`config.mk`:
```
export PLATFORM = sky130hd
export DESIGN_NAME = qmn_isqrt
export DESIGN_NICKNAME = d
export VERILOG_FILES = /design/src/sv/qmn_pkg.sv /design/src/sv/qmn_isqrt.sv
export SDC_FILE = /design/constraint.sdc
export NUM_CORES = 2
export LEC_CHECK = 0
export ABC_AREA = 1
export BUFFER_PORTS_ARGS = -buffer_cell sky130_fd_sc_hd__buf_2
export CORE_MARGIN = 5
export CORE_UTILIZATION = 67
export CTS_CLUSTER_SIZE = 30
export DETAILED_ROUTE_END_ITERATION = 10
export PLACE_DENSITY = 0.84
export SYNTH_ARGS = -nofsm -noshare
export SYNTH_HDL_FRONTEND = slang
export SYNTH_SLANG_ARGS = --single-unit
```
`constraint.sdc`:
```
create_clock -name clock -period 8.7 [get_ports clock]
set_clock_uncertainty 0.05 [all_clocks]
set_input_delay 1.305 -clock clock [delete_from_list [all_inputs] [get_ports clock]]
set_output_delay 1.305 -clock clock [all_outputs]
set_load 0.005 [all_outputs]
```
`src/sv/qmn_pkg.sv`:
```
package qmn_pkg;

   localparam int COMP_W          = 32;
   localparam int PROD_W          = 64;
   localparam int SUM_W           = 66;
   localparam int FRAC_W          = 16;
   localparam int P_W             = SUM_W - FRAC_W;
   localparam int V_W             = 31;
   localparam int SHIFT_MAX       = 18;
   localparam int SHIFT_W         = 5;
   localparam int SQ_W            = 2 * V_W;
   localparam int RAD_W           = 64;
   localparam int ROOT_W          = 32;
   localparam int REM_W           = ROOT_W + 2;
   localparam int NUM_W           = 48;
   localparam int DIV_W           = 32;
   localparam int QUO_W           = 17;
   localparam int LANES           = 4;
   localparam int TERMS           = 16;
   localparam int TOT_W           = 65;
   localparam int STEPS_PER_STAGE = 2;

   // term order: four terms per component, x, y, z, w
   localparam int A_SEL [TERMS] = '{0, 1, 2, 3, 0, 1, 2, 3, 0, 1, 2, 3, 0, 1, 2, 3};
   localparam int B_SEL [TERMS] = '{3, 2, 1, 0, 2, 3, 0, 1, 1, 0, 3, 2, 0, 1, 2, 3};
   localparam logic [TERMS-1:0] TERM_NEG = 16'h7214;

   localparam logic signed [SUM_W-1:0] ROUND_HALF = SUM_W'(32768);
   localparam logic signed [P_W-1:0]   P_MAX      = P_W'(64'sd2147483647);
   localparam logic signed [P_W-1:0]   P_MIN      = P_W'(-64'sd2147483648);
   localparam logic [P_W-1:0]          V_LIMIT    = P_W'(64'h8000_0000);
   localparam logic [COMP_W-1:0]       MAG_SAT    = 32'hFFFF_FFFF;

   typedef logic signed [COMP_W-1:0] comp_type;

   typedef struct packed {
      logic en;
      logic valid;
   } pipe_ctl_type;

   typedef struct packed {
      logic [LANES-1:0][V_W-1:0]    v;
      logic [LANES-1:0]             neg;
      logic [LANES-1:0][COMP_W-1:0] rraw;
      logic                         satraw;
      logic                         raw;
   } norm_side_type;

   typedef struct packed {
      logic [LANES-1:0]             neg;
      logic [LANES-1:0][COMP_W-1:0] rraw;
      logic                         satraw;
      logic                         raw;
      logic                         nzero;
   } div_side_type;

   typedef struct packed {
      logic [LANES-1:0][COMP_W-1:0] r;
      logic                         sat;
      logic                         carry;
   } mag_side_type;

endpackage

```
`src/sv/qmn_isqrt.sv`:
```
module qmn_isqrt #(
   parameter int SIDE_W = 1
) (
   input  logic                          clock,
   input  logic                          reset,
   input  qmn_pkg::pipe_ctl_type         ctl_in,
   input  logic [qmn_pkg::RAD_W-1:0]     radicand,
   input  logic [SIDE_W-1:0]             side_in,
   output logic                          out_valid,
   output logic [qmn_pkg::ROOT_W-1:0]    root,
   output logic [qmn_pkg::REM_W-1:0]     rem,
   output logic [SIDE_W-1:0]             side_out
);
   import qmn_pkg::*;

   localparam int STAGES = ROOT_W / STEPS_PER_STAGE;

   logic [RAD_W-1:0]  x_ff    [STAGES];
   logic [ROOT_W-1:0] root_ff [STAGES];
   logic [REM_W-1:0]  rem_ff  [STAGES];
   logic [SIDE_W-1:0] side_ff [STAGES];
   logic [STAGES-1:0] valid_ff;

   logic [RAD_W-1:0]  x_in    [STAGES];
   logic [ROOT_W-1:0] root_in [STAGES];
   logic [REM_W-1:0]  rem_in  [STAGES];

   for (genvar g = 0; g < STAGES; g++) begin : g_stage
      logic [RAD_W-1:0]  x_prev;
      logic [ROOT_W-1:0] root_prev;
      logic [REM_W-1:0]  rem_prev;
      logic [SIDE_W-1:0] side_prev;
      logic              valid_prev;

      if (g == 0) begin : g_first
         assign x_prev     = radicand;
         assign root_prev  = '0;
         assign rem_prev   = '0;
         assign side_prev  = side_in;
         assign valid_prev = ctl_in.valid;
      end else begin : g_next
         assign x_prev     = x_ff[g-1];
         assign root_prev  = root_ff[g-1];
         assign rem_prev   = rem_ff[g-1];
         assign side_prev  = side_ff[g-1];
         assign valid_prev = valid_ff[g-1];
      end

      // restoring digit recurrence, two radicand bits per step
      always_comb begin
         logic [REM_W-1:0] trial;
         x_in[g]    = x_prev;
         root_in[g] = root_prev;
         rem_in[g]  = rem_prev;
         trial      = '0;
         for (int j = 0; j < STEPS_PER_STAGE; j++) begin
            rem_in[g] = {rem_in[g][REM_W-3:0], x_in[g][RAD_W-1 -: 2]};
            x_in[g]   = {x_in[g][RAD_W-3:0], 2'b00};
            trial     = {root_in[g], 2'b01};
            if (rem_in[g] >= trial) begin
               rem_in[g]  = rem_in[g] - trial;
               root_in[g] = {root_in[g][ROOT_W-2:0], 1'b1};
            end else begin
               root_in[g] = {root_in[g][ROOT_W-2:0], 1'b0};
            end
         end
      end

      always_ff @(posedge clock) begin
         if (reset) begin
            valid_ff[g] <= 1'b0;
         end else if (ctl_in.en) begin
            valid_ff[g] <= valid_prev;
         end
      end

      always_ff @(posedge clock) begin
         if (ctl_in.en) begin
            x_ff[g]    <= x_in[g];
            root_ff[g] <= root_in[g];
            rem_ff[g]  <= rem_in[g];
            side_ff[g] <= side_prev;
         end
      end
   end

   assign out_valid = valid_ff[STAGES-1];
   assign root      = root_ff[STAGES-1];
   assign rem       = rem_ff[STAGES-1];
   assign side_out  = side_ff[STAGES-1];

`ifndef ASSERT_OFF
   a_rem_bound: assert property (@(posedge clock) disable iff (reset)
      out_valid |-> (rem <= {1'b0, root, 1'b0}))
      else $error("isqrt remainder above twice the root");
`endif

endmodule

```
Word-level counts from Yosys, hierarchy flattened. Memory sizes are Yosys's and may differ from the RTL's. Index checks and enable logic that the tools add are counted.

Register bits after elaboration: 16. Memories: 4. Memory bits (writable): 2032. Logic and storage cells: 150.

Memory list: x_ff (depth 16, width 60, rd ports 15, clocked after memory_dff 0, wr ports 16, line qmn_isqrt.sv:18) `logic [RAD_W-1:0] x_ff [STAGES];`; rem_ff (depth 16, width 34, rd ports 16, clocked after memory_dff 0, wr ports 16, line qmn_isqrt.sv:20) `logic [REM_W-1:0] rem_ff [STAGES];`; root_ff (depth 16, width 32, rd ports 16, clocked after memory_dff 0, wr ports 16, line qmn_isqrt.sv:19) `logic [ROOT_W-1:0] root_ff [STAGES];`; side_ff (depth 16, width 1, rd ports 16, clocked after memory_dff 0, wr ports 16, line qmn_isqrt.sv:21) `logic [SIDE_W-1:0] side_ff [STAGES];`.

Add/sub/neg operators: 32. Magnitude comparators: 32. Multiplexer cells: 66.

Operators by type and width (count): greater-or-equal comparator 34 bit (30); 2-to-1 mux 34 bit (16); 2-to-1 mux 32 bit (16); subtractor 34 bit (15); subtractor 32 bit (15); greater-or-equal comparator 34 x 3 -> 1 bit (1); 2-to-1 mux 1 bit (34); subtractor 34 x 3 -> 34 bit (1); subtractor 2 x 1 -> 3 bit, second input constant (1); greater-or-equal comparator 2 x 1 -> 1 bit, second input constant (1).

Logic depth before layout (Yosys ltp). An unclocked memory read counts as a cell.

Depth after elaboration: 5. Depth in mapped cells: 33.

Least setup slack after synthesis. OpenSTA, ideal clock, no wires.

Path kind: reg2reg. Start: mem rem_ff[1][35] (netlist bit). End: mem rem_ff[1][88] (netlist bit) (data pin). Library setup time: 265 ps. Buffers on the path: 5. Arrival: 3940 ps. Period minus slack after synthesis: 4254 ps. Data required time: 8385 ps. Stages on the path, launching flop included: 31. Slack: 4446 ps. Cell sequence: edfxtp_1 ha_1 a21oi_1 o21ai_2 nand2_1 nand2_2 nand2_1 nand2_2 nand2_2 nand3_2 buf_6 buf_2 inv_1 clkbuf_1 o21ai_0 ha_1 nand2_1 nor2_1 inv_1 nor2_1 inv_1 nor2_1 nand4_1 nor2_1 nor2_2 nand3_4 inv_2 buf_6 buf_6 nand2_1 o21ai_0.

RTL lines (line): start: declaration (qmn_isqrt.sv:20).

==> metrics.cfg <==
[outcome]
run_status = complete, but fails checks
violations = DRC

[die]
dieArea_sq_um = 148000
rows = 137
die_x_um = 385
ios = 137
dieHeight_um = 385
coreArea_sq_um = 140000
initial_utilization = 0.675

[critical_path]
crit_chain = inv_1 > ha_1 > a21o_1 > a21oi_1 > o21ai_0 > a21oi_1 > nand2_1 > inv_1 > o21ai_0 > ha_1 > nand2_1 > nor2_1 > nand2_1 > nor4_1 > nand4_1 > nor3_1 > nor2_1 > nand2_1 > inv_2 > nand2_1 > nand2_1
cp_slowest_cell = inv_1
cp-start-kind = flip-flop
cp_data_arrival_time_ns = 7.48
reg2regPathDepth = 21
critPathMaxStageDelay_ns = 0.83
cp_common_cell = nand2_1
critPathKind = reg -> reg
crit_required_ns = 9.18
path_max_fanout = 38
end_kind = flip-flop

[routing]
viasPerCell = 6.19
via_count = 89593
wirelength_mm = 301
drt_iter0_markers = 13365
ant_nets = 0
dr.pass1.iters = 11
routedWlPerCell_um = 20.8
drc_errors = 31

[global_route]
grt_pass1_wl_mm = 462
grt_max_degree = 201
antenna_found_initial = 7
first_global_vias = 83975
grt-ovfl-total = 0
grt_use_total = 0.395

[placed_design]
gp_congestion = 1.08
placed_cells = 14219
placed_area_sq_um = 96700
preCtsSetupSlack_ns = 2.03
port_buffers = 136
hpwl_mm = 230

[power]
peakVddDrop_uv = 388
p_switching_w = 0.0162
swShare = 0.479
leakage_nw = 45.8
p_comb_frac = 0.539
seqPwrFrac = 0.275
clockPowerShare = 0.186
pwr_density_cell_nw_per_um2 = 334
internal-power_w = 0.0177

[final_layout]
final_layout_size_suffix_gt1_frac = 0.0594
fin_area_sq_um = 101000
num-fill-cells = 10580
syn_to_final_growth_pct = 7.57
fin_nets = 13115
antennaDiodeCount = 0
final_cells = 14478

[synth]
synth_ff_type = edfxtp_1
synth_enable_flop_cells = 1261
ys_warn_count = 0
ys_ff_latch = 1277
syn_area_sq_um = 94300
ys_seq_area_frac = 0.405
synth_cells = 12332
syn_avg_cell_area_sq_um = 7.65
async_flop_share = 0
netlist-cell-type-count = 81

[sta]
worst_slack_ns = 1.70
maxSlewViolCount = 0
max_freq_mhz = 143
hold_viol = 0
slew_headroom = 0.116
post-route-period-util = 0.805
setup_viol = 0
rsz0062_at_grt = no
setup_tns_ns = 0
fin_crit_ns = 7.00
worstMarginPinSlew_ns = 1.32

[cts]
cts.hold.buffers_added = 0
cts_buffer_depth = 3
insertion_delay_ns = 0.82
post_cts_resize_count = 0
cts_setup_buffers = 0
cts_tree = yes
clk_pin_slew_ns = 0.06
cts-htree-levels = 4
numCtsBuffers = 141
cts.sinks = 1277
cts_root_buf = clkbuf_16

[hold_path]
hp-class = reg -> reg
hold_depth = 0

[flow_run]
maxCapViolCount = 0

path summary, 6_finish.rpt:
path | from | endpoint | slack, ns
setup / recovery | root_ff[1][151] | rem_ff[1][173] | 1.70
hold / removal | x_ff[1][353] | x_ff[1][417] | 0.34
setup reg to reg | root_ff[1][151] | rem_ff[1][173] | 1.70
hold reg to reg | x_ff[1][353] | x_ff[1][417] | 0.34
kinds of logic after synthesis:
family,share of synthesized area
AO/OA/AOI/OAI,0.106
XOR/XNOR,0.0477
adder cells (fa/ha/maj),0.0743
buffers and inverters,0.0795
flip-flops,0.405
other,0.0000397
AND/OR/NAND/NOR,0.288
placed cells by master, fill, tap and decap left out, types with 65 or more instances in the layout:
cell	synthesis	layout
a21oi_1	741	741
a31oi_1	65	65
buf_2	36	135
clkbuf_16	0	142
edfxtp_1	1261	1261
ha_1	560	560
inv_1	1681	1681
nand2_1	3479	3479
nand3_1	757	757
nand4_1	234	234
nor2_1	1276	1276
nor3_1	173	173
o21ai_0	638	638
xnor2_1	206	206
xor2_1	300	300
layer usage:
| metal | GRT usage | routed length, um | vias to the layer above |
|---|---|---|---|
| met5 | 0.000331 | 51 | - |
| met4 | 0.199 | 18500 | 6 |
| met3 | 0.0778 | 33900 | 1350 |
| met2 | 0.619 | 132000 | 6181 |
| met1 | 0.527 | 116000 | 40703 |
| li1 | - | - | 41353 |
cell usage after synthesis (all sizes together) (2+ instances only):
cell / n / share of area
a2111oi: 2 / 0.00019
a211oi: 10 / 0.00080
a21boi: 24 / 0.0021
a21o: 63 / 0.0050
a21oi: 763 / 0.042
a221oi: 4 / 0.00037
a31o: 6 / 0.00056
a31oi: 66 / 0.0044
and2: 6 / 0.00040
and3: 10 / 0.00066
buf: 107 / 0.0089
clkbuf: 47 / 0.0019
clkinv: 5 / 0.00020
dfxtp: 16 / 0.0034
edfxtp: 1261 / 0.40
ha: 560 / 0.074
inv: 1720 / 0.069
nand2: 3559 / 0.14
nand3: 810 / 0.047
nand3b: 50 / 0.0041
nand4: 237 / 0.016
nor2: 1346 / 0.057
nor3: 182 / 0.010
nor3b: 9 / 0.00082
nor4: 48 / 0.0032
o2111ai: 5 / 0.00046
o211ai: 16 / 0.0013
o21a: 58 / 0.0046
o21ai: 708 / 0.039
o21bai: 43 / 0.0035
o221a: 6 / 0.00072
o221ai: 5 / 0.00046
o22ai: 5 / 0.00033
o311ai: 2 / 0.00019
o31ai: 2 / 0.00016
or2: 52 / 0.0035
xnor2: 206 / 0.019
xor2: 304 / 0.029
worst max-delay path: cells and delay by family (launching register included):
| kind | cells | cell delay (ns) |
|---|---|---|
| AO/OA/AOI/OAI | 5 | 1.58 |
| adder cells (fa/ha/maj) | 2 | 0.83 |
| buffers and inverters | 3 | 1.45 |
| flip-flops | 1 | 0.52 |
| AND/OR/NAND/NOR | 11 | 2.25 |
stage by stage:
step                       util  hold slack, ns  power [W]
final                     0.726           0.343     0.0339
after detailed placement  0.692           0.355     0.0267
after CTS                 0.726           0.345     0.0331
after floorplan               -           0.350     0.0217
after global routing      0.726           0.347     0.0360
after global placement    0.692           0.350     0.0264
area by class of cell:
| cell class | count | area (sq um) | share of cell area |
|---|---|---|---|
| flip-flops and latches | 1277 | 38200 | 0.376 |
| clock buffers | 162 | 3640 | 0.0359 |
| well taps | 1876 | 2350 | 0.0231 |
| multi-input cells | 9178 | 48700 | 0.480 |
| clock inverters | 97 | 1190 | 0.0117 |
| inverters | 1725 | 6490 | 0.0639 |
| repair buffers | 163 | 973 | 0.00959 |
power groups by stage:
stage          Sequential [W]  Clock, W  Combinational [W]
2_1_floorplan         0.00892         0             0.0128
3_3_place_gp          0.00933         0             0.0170
3_5_place_dp          0.00936         0             0.0173
4_1_cts               0.00925   0.00632             0.0176
5_1_grt               0.00933   0.00661             0.0201
6_report              0.00931   0.00630             0.0183
flip-flops by register name, indices dropped and copies added (netlist names):
register	flops
side_ff	16
out_valid	1
rem_ff	493
g_stage.valid_prev	15
root_ff	272
x_ff	480
(Power assumes the default switching activity.)
